--- config.mk ---
export PLATFORM = sky130hd
export DESIGN_NAME = scancode_to_ascii_decoder
export DESIGN_NICKNAME = d
export VERILOG_FILES = /design/src/rtl/sc2a_pkg.sv /design/src/rtl/scancode_to_ascii_decoder.sv
export VERILOG_INCLUDE_DIRS = /design/src /design/src/rtl
export SDC_FILE = /design/constraint.sdc
export NUM_CORES = 1
export LEC_CHECK = 0
export ABC_AREA = 1
export BUFFER_PORTS_ARGS = -buffer_cell sky130_fd_sc_hd__buf_2
export CORE_ASPECT_RATIO = 1.5
export CORE_UTILIZATION = 55
export DETAILED_ROUTE_END_ITERATION = 8
export GPL_TIMING_DRIVEN = 0
export PLACE_DENSITY = 0.83
export SYNTH_ARGS = -nofsm -noshare
export SYNTH_HDL_FRONTEND = slang
export SYNTH_SLANG_ARGS = --single-unit
--- constraint.sdc ---
create_clock -name clk -period 4.66 [get_ports clk]
set_clock_uncertainty 0.1 [all_clocks]
set_input_delay 0.932 -clock clk [delete_from_list [all_inputs] [get_ports clk]]
set_output_delay 0.932 -clock clk [all_outputs]
set_load 0.05 [all_outputs]
--- src/rtl/scancode_to_ascii_decoder_macros.svh ---
// Assertion macros shared by the scan code decoder RTL.
`ifndef SCANCODE_TO_ASCII_DECODER_MACROS_SVH
`define SCANCODE_TO_ASCII_DECODER_MACROS_SVH

`ifndef SYNTHESIS

// Same-cycle implication, checked outside reset.
`define SC2A_ASSERT_NOW(label, clk, rst_n, ante, cons) \
	label: assert property (@(posedge clk) disable iff (!(rst_n)) (ante) |-> (cons)) \
		else $error("scan code decoder check failed");

// Next-cycle implication, checked outside reset.
`define SC2A_ASSERT_NEXT(label, clk, rst_n, ante, cons) \
	label: assert property (@(posedge clk) disable iff (!(rst_n)) (ante) |=> (cons)) \
		else $error("scan code decoder check failed");

`else

`define SC2A_ASSERT_NOW(label, clk, rst_n, ante, cons)
`define SC2A_ASSERT_NEXT(label, clk, rst_n, ante, cons)

`endif

`endif

--- src/rtl/sc2a_pkg.sv ---
// Package with the scan code constants, action codes and decode function.
package sc2a_pkg;

	// Action codes carried on the action output.
	typedef enum logic [3:0] {
		ACT_CHAR       = 4'd0,
		ACT_ERASE      = 4'd1,
		ACT_WORD_ERASE = 4'd2,
		ACT_RED        = 4'd3,
		ACT_LEFT       = 4'd4,
		ACT_UP         = 4'd5,
		ACT_RIGHT      = 4'd6,
		ACT_DOWN       = 4'd7,
		ACT_CLEAR_HOME = 4'd8,
		ACT_UNKNOWN    = 4'd9
	} action_t;

	// Set 1 scan codes with special meaning.
	localparam logic [7:0] SC_BACKSPACE   = 8'h0E;
	localparam logic [7:0] SC_ENTER       = 8'h1C;
	localparam logic [7:0] SC_CTRL_MAKE   = 8'h1D;
	localparam logic [7:0] SC_SHIFT_MAKE  = 8'h2A;
	localparam logic [7:0] SC_SPACE       = 8'h39;
	localparam logic [7:0] SC_CAPS_LOCK   = 8'h3A;
	localparam logic [7:0] SC_NUM_LOCK    = 8'h45;
	localparam logic [7:0] SC_UP          = 8'h48;
	localparam logic [7:0] SC_LEFT        = 8'h4B;
	localparam logic [7:0] SC_RIGHT       = 8'h4D;
	localparam logic [7:0] SC_END         = 8'h4F;
	localparam logic [7:0] SC_DOWN        = 8'h50;
	localparam logic [7:0] SC_INSERT      = 8'h52;
	localparam logic [7:0] SC_CTRL_BREAK  = 8'h9D;
	localparam logic [7:0] SC_SHIFT_BREAK = 8'hAA;

	// First and last codes of the four printable rows.
	localparam logic [7:0] SC_NUM_FIRST = 8'h02;
	localparam logic [7:0] SC_NUM_LAST  = 8'h0D;
	localparam logic [7:0] SC_TOP_FIRST = 8'h10;
	localparam logic [7:0] SC_TOP_LAST  = 8'h1B;
	localparam logic [7:0] SC_MID_FIRST = 8'h1E;
	localparam logic [7:0] SC_MID_LAST  = 8'h28;
	localparam logic [7:0] SC_BOT_FIRST = 8'h2C;
	localparam logic [7:0] SC_BOT_LAST  = 8'h35;

	localparam logic [7:0] ASCII_LF    = 8'h0A;
	localparam logic [7:0] ASCII_SPACE = 8'h20;

	// Row layouts, padded with blanks to a common length; first key at the top byte.
	localparam int ROW_LEN = 12;
	typedef logic [8*ROW_LEN-1:0] row_t;
	localparam row_t ROW_NUM_LO = "1234567890-=";
	localparam row_t ROW_NUM_HI = "!@#$%^&*()_+";
	localparam row_t ROW_TOP_LO = "qwertyuiop[]";
	localparam row_t ROW_TOP_HI = "QWERTYUIOP{}";
	localparam row_t ROW_MID_LO = "asdfghjkl;' ";
	localparam row_t ROW_MID_HI = "ASDFGHJKL:\" ";
	localparam row_t ROW_BOT_LO = "zxcvbnm,./  ";
	localparam row_t ROW_BOT_HI = "ZXCVBNM<>?  ";

	// Result of decoding one scan code against the current flags.
	typedef struct packed {
		logic       emit;
		action_t    action;
		logic [7:0] value;
		logic       shift_next;
		logic       ctrl_next;
	} dec_t;

	// Picks the character at a key position within a row.
	function automatic logic [7:0] row_char(row_t row, logic [3:0] idx);
		return row[8*(ROW_LEN-1-int'(idx)) +: 8];
	endfunction

	// Decodes one scan code and gives the updated flags.
	function automatic dec_t decode_code(logic [7:0] code, logic shift, logic ctrl);
		dec_t d;
		d.emit       = 1'b1;
		d.action     = ACT_UNKNOWN;
		d.value      = code;
		d.shift_next = shift;
		d.ctrl_next  = ctrl;
		if (code[7]) begin
			// Break codes never give a result.
			d.emit  = 1'b0;
			d.value = '0;
			if (code == SC_SHIFT_BREAK) begin
				d.shift_next = !shift;
			end else if (code == SC_CTRL_BREAK) begin
				d.ctrl_next = 1'b0;
			end
		end else begin
			case (code) inside
				[SC_NUM_FIRST:SC_NUM_LAST]: begin
					d.action = ACT_CHAR;
					d.value  = row_char(shift ? ROW_NUM_HI : ROW_NUM_LO,
						4'(code - SC_NUM_FIRST));
				end
				[SC_TOP_FIRST:SC_TOP_LAST]: begin
					d.action = ACT_CHAR;
					d.value  = row_char(shift ? ROW_TOP_HI : ROW_TOP_LO,
						4'(code - SC_TOP_FIRST));
				end
				[SC_MID_FIRST:SC_MID_LAST]: begin
					d.action = ACT_CHAR;
					d.value  = row_char(shift ? ROW_MID_HI : ROW_MID_LO,
						4'(code - SC_MID_FIRST));
				end
				[SC_BOT_FIRST:SC_BOT_LAST]: begin
					d.action = ACT_CHAR;
					d.value  = row_char(shift ? ROW_BOT_HI : ROW_BOT_LO,
						4'(code - SC_BOT_FIRST));
				end
				SC_BACKSPACE: begin
					d.action = ctrl ? ACT_WORD_ERASE : ACT_ERASE;
					d.value  = '0;
				end
				SC_ENTER: begin
					d.action = ACT_CHAR;
					d.value  = ASCII_LF;
				end
				SC_SPACE: begin
					d.action = ACT_CHAR;
					d.value  = ASCII_SPACE;
				end
				SC_SHIFT_MAKE: begin
					d.emit       = 1'b0;
					d.value      = '0;
					d.shift_next = 1'b1;
				end
				SC_CTRL_MAKE: begin
					d.emit      = 1'b0;
					d.value     = '0;
					d.ctrl_next = 1'b1;
				end
				SC_CAPS_LOCK: begin
					d.emit       = 1'b0;
					d.value      = '0;
					d.shift_next = !shift;
				end
				SC_NUM_LOCK: begin
					d.emit  = 1'b0;
					d.value = '0;
				end
				SC_INSERT: begin
					d.action = ACT_RED;
					d.value  = '0;
				end
				SC_LEFT: begin
					d.action = ACT_LEFT;
					d.value  = '0;
				end
				SC_UP: begin
					d.action = ACT_UP;
					d.value  = '0;
				end
				SC_RIGHT: begin
					d.action = ACT_RIGHT;
					d.value  = '0;
				end
				SC_DOWN: begin
					d.action = ACT_DOWN;
					d.value  = '0;
				end
				SC_END: begin
					d.action = ACT_CLEAR_HOME;
					d.value  = '0;
				end
				default: begin
					// Unknown make code goes out raw.
					d.action = ACT_UNKNOWN;
					d.value  = code;
				end
			endcase
		end
		return d;
	endfunction

endpackage

--- src/rtl/scancode_to_ascii_decoder.sv ---
// Set 1 keyboard scan code decoder with shift and ctrl tracking.
//
// Input channel: scan_code with in_valid / in_ready, one byte per request.
// Output channel: action and value with out_valid / out_ready. A make code
// of a printable key, Enter or space gives a character; backspace, Insert,
// the arrows and End give commands; an unrecognized make code goes out raw
// with the unknown action. Modifier keys, num lock and break codes update
// the flags or are dropped and give no output request.
// A byte taken into the input register is decoded from there, and its result
// is loaded into the output register once that register is free. Throughput
// is one byte per cycle while the receiver does not stall; the single decode
// stage between the two registers sets that figure.
// The flags are updated as each byte leaves the input register, so every
// byte is decoded against the flags left by the byte before it.
// Reset clears both registers' valid bits and the shift and ctrl flags.
// When the receiver stalls, the result holds in the output register and
// one more byte waits in the input register; in_ready then drops.
`include "scancode_to_ascii_decoder_macros.svh"

module scancode_to_ascii_decoder (
	input  logic       clk,
	input  logic       arst_n,
	input  logic       in_valid,
	output logic       in_ready,
	input  logic [7:0] scan_code,
	output logic       out_valid,
	input  logic       out_ready,
	output logic [3:0] action,
	output logic [7:0] value
);
	import sc2a_pkg::*;

	logic       valid_s1;
	logic [7:0] code_s1;
	logic       valid_s2;
	action_t    action_s2;
	logic [7:0] value_s2;
	logic       shift_q;
	logic       ctrl_q;
	logic       s2_free;
	logic       s1_fire;
	dec_t       dec;

	// Handshake: the input stage moves on whenever the output stage can take it.
	assign s2_free  = !valid_s2 || out_ready;
	assign s1_fire  = valid_s1 && s2_free;
	assign in_ready = !valid_s1 || s2_free;

	// Decode the held byte against the current flags.
	assign dec = decode_code(code_s1, shift_q, ctrl_q);

	// Input register.
	always_ff @(posedge clk or negedge arst_n) begin
		if (!arst_n) begin
			valid_s1 <= 1'b0;
		end else if (in_ready) begin
			valid_s1 <= in_valid;
		end
	end

	always_ff @(posedge clk) begin
		if (in_valid && in_ready) begin
			code_s1 <= scan_code;
		end
	end

	// Output register and flag update.
	always_ff @(posedge clk or negedge arst_n) begin
		if (!arst_n) begin
			valid_s2 <= 1'b0;
			shift_q  <= 1'b0;
			ctrl_q   <= 1'b0;
		end else begin
			if (s2_free) begin
				valid_s2 <= s1_fire && dec.emit;
			end
			if (s1_fire) begin
				shift_q <= dec.shift_next;
				ctrl_q  <= dec.ctrl_next;
			end
		end
	end

	always_ff @(posedge clk) begin
		if (s1_fire) begin
			action_s2 <= dec.action;
			value_s2  <= dec.value;
		end
	end

	assign out_valid = valid_s2;
	assign action    = action_s2;
	assign value     = value_s2;

	// A break code never leaves a result behind.
	`SC2A_ASSERT_NEXT(a_break_no_result, clk, arst_n, s1_fire && code_s1[7], !out_valid)
	// A ctrl press is seen by the next byte.
	`SC2A_ASSERT_NEXT(a_ctrl_set, clk, arst_n, s1_fire && code_s1 == SC_CTRL_MAKE, ctrl_q)
	// The input only backs up when both stages are full and the output stalls.
	`SC2A_ASSERT_NOW(a_ready_stall, clk, arst_n, !in_ready, valid_s1 && valid_s2 && !out_ready)
	// A raw code is always a make code.
	`SC2A_ASSERT_NOW(a_unknown_make, clk, arst_n, out_valid && action == ACT_UNKNOWN, !value[7])

endmodule
==> reports/metrics.csv, run 1 <==
stage,metric,value,unit
yosys,share of the synthesized area in the top cell type,23.9,%
detailed_routing,Vias/cell,6.12,
yosys,Synth Area in Compound Gates,19.9,%
cts,quantity of hold-fixing buffers added after cts,0,
detailed_routing,detailed router's first-iteration violation count,295,
floorplanning,I/O pins,26,
power,power density over the cells,286,nW/um2
power,net switching power of the design,0.335,mW
floorplanning,floorplan die height,82.7,um
floorplanning,core box area,4210,um2
detailed_routing,Post-Route WL,7080,um
yosys,average instance area after synthesis,6.47,um2
layout,ANT cells,0,
cts,TritonCTS Sinks,23,
global_routing,via count of the first global-routing pass,2407,
yosys,combinational family with the most area after synthesis,simple AND/OR/NAND/NOR gates,
worst_setup_path,CP Data Required Time,4580,ps
timing,hold slack final,357,ps
power,leakage power of the design,1.28,nW
layout,Filler Cell Count,423,
timing,final number of hold-violating endpoints,0,
cts,TritonCTS buffer count,3,
floorplanning,chip width,55.8,um
yosys,top-count cell post-synth,sky130_fd_sc_hd__nand2_1,
yosys,number of distinct standard cells referenced by the synthesized netlist,39,
yosys,count of warnings emitted by yosys,0,
timing,setup TNS after final layout,0,ps
worst_setup_path,Worst EP arrival,3460,ps
yosys,largest area contributor in the netlist,sky130_fd_sc_hd__edfxtp_1,
worst_setup_path,category of the worst setup path launch point,flop,
detailed_routing,"antenna viol nets, final",0,
yosys,post-synthesis sequential element count,23,
yosys,net count after synthesis,394,
layout,Layout area overhead,9.33,%
cts,"Clk Latency, worst-skew pair",260,ps
yosys,proportion of synthesized chip area in sequential cells,28.1,%
worst_setup_path,worst setup path class,flop to flop,
yosys,Post-Syn Area,2390,um2
cts,deepest level of the CTS H-tree,1,
min_path,worst min path class,input port to async pin,
place,post-DP HPWL,5470,um
place,number of buffer cells added on primary ports,24,
cts,clk buf depth,2,
layout,final core occ,62.0,%
detailed_routing,wire per inst,16.0,um
timing,# setup viols final,0,
yosys,share of synthesized flip-flops with an asynchronous set or reset,17.4,%
yosys,synthesized instance count,369,
timing,normalized max-slew margin,24.4,%
floorplanning,number of rows in the core area,29,
yosys,fraction of synthesized area in multiplexers,0,%
worst_setup_path,category of the worst setup path capture point,flop,
yosys,"arithmetic-cell share of the synthesized area counting full adders, half adders and majority gates",6.81,%
global_routing,first-pass GRT wire length,11200,um
floorplanning,effective utilization at floorplan,56.7,%
run_status,run status,completed,
global_routing,fraction of met2 tracks used by global routing,57.3,%
power,power share of the clock group,16.8,%
global_routing,total global routing overflow,0,
yosys,synthesized-area fraction occupied by xor and xnor cells,0.734,%
global_routing,pin count of the biggest net entering global routing,15,
power,Sw Ratio,44.8,%
timing,fraction of the cycle the final worst path needs,75.9,%
power,relative contribution of combinational cells to total power,47.3,%
yosys,top cell types by occurrence after synthesis,"sky130_fd_sc_hd__nand2_1 (99), sky130_fd_sc_hd__nor2_1 (48), sky130_fd_sc_hd__inv_1 (40), sky130_fd_sc_hd__nand3_1 (34), sky130_fd_sc_hd__o21ai_0 (25)",
global_routing,initial antenna violation count,0,
yosys,predominant post-synthesis flop cell,sky130_fd_sc_hd__edfxtp_1,
place,Placer Congestion,0.958,
power,internal cell power,0.412,mW
global_routing,global-route usage over all layers,31.5,%
floorplanning,Total Die Area,4610,um2
timing,post-route minimum period,3540,ps
global_routing,layer with the highest usage after global routing,met2,
detailed_routing,detailed-route via count,2713,
run,number of max-cap violations,0,
layout,net total in the final layout,423,
power,relative contribution of sequential cells to total power,35.8,%
cts,clock tree from TritonCTS,done,
global_routing,met3 track demand over resource in global routing,4.52,%
detailed_routing,DRC violation count after routing,0,
global_routing,GRT met1 Usage,33.5,%
cts,clock transition at the registers of the reported paths,80,ps
yosys,Area contributors post-synth,"sky130_fd_sc_hd__edfxtp_1 (24%), sky130_fd_sc_hd__nand2_1 (16%), sky130_fd_sc_hd__nor2_1 (7.5%)",
yosys,"area fraction in and, or, nand and nor cells after synthesis",35.3,%
detailed_routing,number of detailed-route iterations in the first pass,5,
yosys,number of synthesized flops with an enable pin,19,
cts,number of gates resized after CTS,0,
worst_setup_path,largest fanout on the critical path,14,
cts,cell at the root of the clock tree,sky130_fd_sc_hd__clkbuf_8,
timing,worst-margin pin slew,1130,ps
layout,fraction of final layout cells with drive strength greater than 1,11.3,%
power,maximum resistive drop on vdd,262,uV
timing,achievable frequency,0.283,GHz
timing,number of pins with negative max-slew slack in the final report,0,
timing,unrepaired setup endpoints after global routing,no,
cts,number of post-CTS setup repair buffers,0,
cells in the final DEF (no fill, tap or decap), types with 2 or more instances in the layout:
cell type,instances
sky130_fd_sc_hd__clkbuf_8,3
sky130_fd_sc_hd__buf_4,3
sky130_fd_sc_hd__inv_1,40
sky130_fd_sc_hd__nor2_1,48
sky130_fd_sc_hd__inv_2,4
sky130_fd_sc_hd__o21ai_0,25
sky130_fd_sc_hd__ha_1,13
sky130_fd_sc_hd__buf_2,25
sky130_fd_sc_hd__nand2_1,99
sky130_fd_sc_hd__a21oi_1,16
sky130_fd_sc_hd__o21ai_1,2
sky130_fd_sc_hd__nand2_2,4
sky130_fd_sc_hd__nand3_1,34
sky130_fd_sc_hd__a211oi_1,2
sky130_fd_sc_hd__edfxtp_1,19
sky130_fd_sc_hd__xor2_1,2
sky130_fd_sc_hd__a31oi_1,6
sky130_fd_sc_hd__clkbuf_1,5
sky130_fd_sc_hd__nor3_1,3
sky130_fd_sc_hd__clkinv_1,2
sky130_fd_sc_hd__nor2_2,3
sky130_fd_sc_hd__nand4_1,3
sky130_fd_sc_hd__o211ai_1,10
sky130_fd_sc_hd__o2111ai_1,2
sky130_fd_sc_hd__dfrtp_1,4
sky130_fd_sc_hd__o22ai_1,6
power by group through the flow:
stage                     sequential [mW]  clock [mW]  combinational [mW]
after floorplan                     0.314           0               0.218
after global placement              0.272           0               0.341
after detailed placement            0.273           0               0.344
after CTS                           0.268       0.127               0.344
after global routing                0.271       0.133               0.388
final                               0.268       0.126               0.354
routing by layer:
layer	share of wire (%)	vias up
met5	0	-
met3	8.3	28
li1	-	1317
met1	37	1211
met4	4.5	0
met2	51	157
sequential cells by signal, summed over array words and instances (netlist names):
| signal | flops |
|---|---|
| action | 4 |
| code_s1 | 8 |
| ctrl_q | 1 |
| out_valid | 1 |
| shift_q | 1 |
| valid_s1 | 1 |
| value | 7 |
worst max-delay path, cell delays in order, from the launching register on:
cell and delay (ps):
sky130_fd_sc_hd__edfxtp_1 480, sky130_fd_sc_hd__buf_4 210, sky130_fd_sc_hd__clkinv_1 340, sky130_fd_sc_hd__ha_1 600, sky130_fd_sc_hd__clkinv_1 310, sky130_fd_sc_hd__ha_1 360
sky130_fd_sc_hd__clkbuf_1 270, sky130_fd_sc_hd__nor2_1 130, sky130_fd_sc_hd__nand2_1 120, sky130_fd_sc_hd__o22ai_1 80, sky130_fd_sc_hd__o21ai_0 180, sky130_fd_sc_hd__nand2_1 100
through the flow:
stage	setup WS [ps]	total power, mW	cells	instance area, um2
3_3_place_gp	1180	0.613	439	2560
3_5_place_dp	1190	0.617	439	2560
5_1_grt	847	0.793	443	2610
6_report	1120	0.748	443	2610
2_1_floorplan	1810	0.532	369	2390
4_1_cts	1160	0.740	443	2610
cell type report:
class,instances,area [um2],share of cell area (%)
buffer,8,42.5,1.63
clock buffer,4,45.0,1.73
inverter,46,173,6.62
multi-input combinational,292,1500,57.5
sequential,23,671,25.7
tap,46,57.6,2.21
timing repair buffer,24,120,4.60
cells by family (layout without fill, tap and decap cells):
logic type               count (synthesis)  in the layout
AO/OA/AOI/OAI                           78             78
XOR/XNOR                                 2              2
adder cells (fa/ha/maj)                 13             13
buffers and inverters                   54             82
flip-flops                              23             23
other                                    1              1
AND/OR/NAND/NOR                        198            198
worst paths after layout:
path / startpoint / end / slack, ps / cells after the start
max reg2reg: code_s1[2]$_DFFE_PP_ / value[1]$_SDFFCE_PP0P_ / 1120 / 11
max: code_s1[2]$_DFFE_PP_ / value[1]$_SDFFCE_PP0P_ / 1120 / 11
min reg2reg: valid_s1$_DFFE_PN0N_ / out_valid$_DFFE_PN0P_ / 460 / 2
max in group asynchronous: arst_n / out_valid$_DFFE_PN0P_ / 3980 / 1
min: arst_n / shift_q$_DFFE_PN0P_ / 360 / 1
min in group clk: valid_s1$_DFFE_PN0N_ / out_valid$_DFFE_PN0P_ / 460 / 2
No activity file was read; power rests on OpenSTA's default activity.
==> run 2: changes to the inputs <==
--- a/config.mk
+++ b/config.mk
@@ -9,10 +9,10 @@
 export ABC_AREA = 1
 export BUFFER_PORTS_ARGS = -buffer_cell sky130_fd_sc_hd__buf_2
 export CORE_ASPECT_RATIO = 1.5
-export CORE_UTILIZATION = 55
+export CORE_UTILIZATION = 54
 export DETAILED_ROUTE_END_ITERATION = 8
 export GPL_TIMING_DRIVEN = 0
-export PLACE_DENSITY = 0.83
+export PLACE_DENSITY = 0.85
 export SYNTH_ARGS = -nofsm -noshare
 export SYNTH_HDL_FRONTEND = slang
 export SYNTH_SLANG_ARGS = --single-unit
==> constraint.sdc (replaced) <==
create_clock -name clk -period 3 [get_ports clk]
set_clock_uncertainty 0.1 [all_clocks]
set_input_delay 0.6 -clock clk [delete_from_list [all_inputs] [get_ports clk]]
set_output_delay 0.6 -clock clk [all_outputs]
set_load 0.05 [all_outputs]
==> run 2 against run 1 <==
  * Clock power rose by 52%
  * Cell area grew 1.5%
  * Global-route usage rose by 1.3 points
  * Total power up 56%
  * Setup slack worse by 850 ps
  * Sequential power is 55% higher
  * Critical endpoint is now value[3]$_SDFFCE_PP0P_
  * Largest cell class unchanged
==> reports/metrics.csv, run 2 (synthesis gave the netlist of run 1 again) <==
stage,metric,value,unit,change
global_routing,met3 track demand over resource in global routing,4.98,%,+0.47 points
global_routing,initial antenna violation count,0,,unchanged
worst_setup_path,worst path bufs/invs,4,,unchanged
worst_setup_path,largest fanout on the critical path,14,,unchanged
worst_setup_path,Register-to-Register Setup Slack,270,ps,-850 ps
layout,ANT cells,0,,unchanged
layout,Filler Cell Count,408,,-3.5%
floorplanning,I/O pins,26,,unchanged
detailed_routing,detailed router's first-iteration violation count,234,,-21%
floorplanning,core box area,4250,um2,+0.86%
power,Sw Ratio,44.3,%,-0.51 points
cts,deepest level of the CTS H-tree,1,,unchanged
run,number of max-cap violations,0,,unchanged
worst_setup_path,"CP delay by family, top",simple AND/OR/NAND/NOR gates,,
floorplanning,effective utilization at floorplan,56.2,%,-0.48 points
layout,"commonest non-fill, non-tap cell in the layout",sky130_fd_sc_hd__nand2_1,,
layout,register cell area after layout,671,um2,unchanged
worst_setup_path,cells traversed along the worst timing path,"buf_4, inv_4, ha_1, inv_1, nor2_1, inv_1, nor2_1, nor2_2, nand3_1, nand2_1, nand2_1, nand2_1, nand2_1, nand2_1, nand2_1, nand2_1",,
place,Placer Congestion,0.963,,+0.55%
worst_setup_path,worst setup path class,flop to flop,,
floorplanning,floorplan die height,83.4,um,+0.89%
detailed_routing,Vias/cell,6.23,,+1.7%
worst_setup_path,CP Data Required Time,2930,ps,-1650 ps
cts,cell at the root of the clock tree,sky130_fd_sc_hd__clkbuf_8,,
worst_setup_path,category of the worst setup path capture point,flop,,
timing,number of pins with negative max-slew slack in the final report,0,,unchanged
timing,unrepaired setup endpoints after global routing,no,,
cts,TritonCTS buffer count,3,,unchanged
layout,fraction of final layout cells with drive strength greater than 1,13.6,%,+2.2 points
min_path,worst min path class,input port to async pin,,
timing,post-route minimum period,2730,ps,-811 ps
global_routing,layer with the highest usage after global routing,met2,,
detailed_routing,"antenna viol nets, final",0,,unchanged
place,post-DP HPWL,5460,um,-0.18%
worst_setup_path,category of the worst setup path launch point,flop,,
floorplanning,chip width,56.3,um,+0.90%
global_routing,first-pass GRT wire length,12100,um,+8.4%
floorplanning,number of rows in the core area,29,,unchanged
timing,hold slack final,22.3,ps,-335 ps
cts,quantity of hold-fixing buffers added after cts,0,,unchanged
timing,final number of hold-violating endpoints,0,,unchanged
worst_setup_path,Worst EP arrival,2660,ps,-800 ps
power,relative contribution of sequential cells to total power,35.7,%,about the same
cts,clk buf depth,2,,unchanged
layout,area of combinational cells with multiple inputs,1520,um2,+1.3%
run_status,run status,completed,,
place,number of buffer cells added on primary ports,24,,unchanged
timing,# setup viols final,0,,unchanged
detailed_routing,Post-Route WL,7150,um,+0.93%
global_routing,global-route usage over all layers,32.9,%,+1.3 points
power,maximum resistive drop on vdd,490,uV,+87%
worst_setup_path,Crit path top cell by count,sky130_fd_sc_hd__nand2_1,,
detailed_routing,detailed-route via count,2765,,+1.9%
timing,achievable frequency,0.367,GHz,+30%
layout,Largest register FFs,8,,unchanged
layout,Layout area overhead,11.0,%,
layout,top register by number of flip-flops,code_s1,,
power,power density over the cells,441,nW/um2,+54%
power,net switching power of the design,0.517,mW,+54%
global_routing,fraction of met2 tracks used by global routing,57.1,%,-0.21 points
global_routing,via count of the first global-routing pass,2665,,+11%
global_routing,GRT met1 Usage,36.2,%,+2.7 points
power,overall power of the completed layout,1.17,mW,+56%
detailed_routing,number of detailed-route iterations in the first pass,6,,+1
global_routing,total global routing overflow,0,,unchanged
worst_setup_path,crit path max-delay cell type,sky130_fd_sc_hd__edfxtp_1,,
timing,worst-margin pin slew,1190,ps,+59.5 ps
power,leakage power of the design,1.30,nW,+1.1%
power,internal cell power,0.650,mW,+58%
power,relative contribution of combinational cells to total power,47.9,%,+0.6 points
floorplanning,Total Die Area,4700,um2,+1.8%
worst_setup_path,largest incremental delay on the critical path,480,ps,-120 ps
place,Cells after DPL,439,,unchanged
cts,clock tree from TritonCTS,done,,
cts,TritonCTS Sinks,23,,unchanged
layout,final core occ,62.4,%,+0.38 points
detailed_routing,DRC violation count after routing,0,,unchanged
cts,clock transition at the registers of the reported paths,80,ps,about the same
global_routing,pin count of the biggest net entering global routing,15,,unchanged
cts,"Clk Latency, worst-skew pair",270,ps,about the same
layout,net total in the final layout,424,,+0.24%
layout,post-layout instance count excluding filler cells,444,,+0.23%
power,power share of the clock group,16.5,%,-0.3 points
timing,fraction of the cycle the final worst path needs,90.9,%,+15 points
timing,normalized max-slew margin,20.5,%,-4.0 points
layout,highest-count cells in the layout ignoring fill and taps,"sky130_fd_sc_hd__nand2_1 (99), sky130_fd_sc_hd__nor2_1 (47), sky130_fd_sc_hd__inv_1 (40), sky130_fd_sc_hd__nand3_1 (34)",,
detailed_routing,wire per inst,16.1,um,+0.70%
run 2: power by group through the flow:
stage,registers [mW],logic [mW],clock network [mW]
3_5_place_dp,0.423,0.533,0
3_3_place_gp,0.422,0.527,0
5_1_grt,0.420,0.618,0.209
2_1_floorplan,0.488,0.339,0
4_1_cts,0.416,0.539,0.193
6_report,0.416,0.559,0.192
run 2: path summary, 6_finish.rpt:
path                                       from                      to  cells after the start
setup reg to reg           code_s1[2]$_DFFE_PP_  value[3]$_SDFFCE_PP0P_                     16
max in group asynchronous                arst_n   out_valid$_DFFE_PN0P_                      1
min in group clk                   scan_code[6]    code_s1[6]$_DFFE_PP_                      1
hold reg to reg            valid_s1$_DFFE_PN0N_   out_valid$_DFFE_PN0P_                      2
setup / recovery           code_s1[2]$_DFFE_PP_  value[3]$_SDFFCE_PP0P_                     16
hold / removal                           arst_n     shift_q$_DFFE_PN0P_                      1
run 2: cell type report:
type | count | area share (%)
tap | 46 | 2.17
buffer | 6 | 1.32
multi-input combinational | 292 | 57.4
sequential | 23 | 25.3
timing repair buffer | 27 | 5.38
clock buffer | 4 | 1.70
inverter | 46 | 6.66
run 2: worst register-to-register path, delay by kind of cell (launching register included):
| kind | cells | cell delay [ps] |
|---|---|---|
| adder cells (fa/ha/maj) | 1 | 270 |
| AND/OR/NAND/NOR | 11 | 1100 |
| buffers and inverters | 4 | 550 |
| flip-flops | 1 | 480 |
run 2: timing repair:
item,CTS,global route
gates resized for setup,4,4
endpoints found under the setup margin,7,7
buffers inserted,0,3
run 2: through the flow:
stage	area, um2	TNS (ps)	setup slack (ps)
global placement	2560	-2780	-477
floorplan	2390	0	150
finish	2650	0	272
detailed placement	2560	-2980	-548
CTS	2620	0	79.7
global route	2650	0	6.68
run 2: routing by layer:
metal | vias to the layer above | routed length, um
met5 | - | 0
met4 | 0 | 360
met3 | 30 | 559
met2 | 176 | 3660
met1 | 1253 | 2570
li1 | 1306 | -
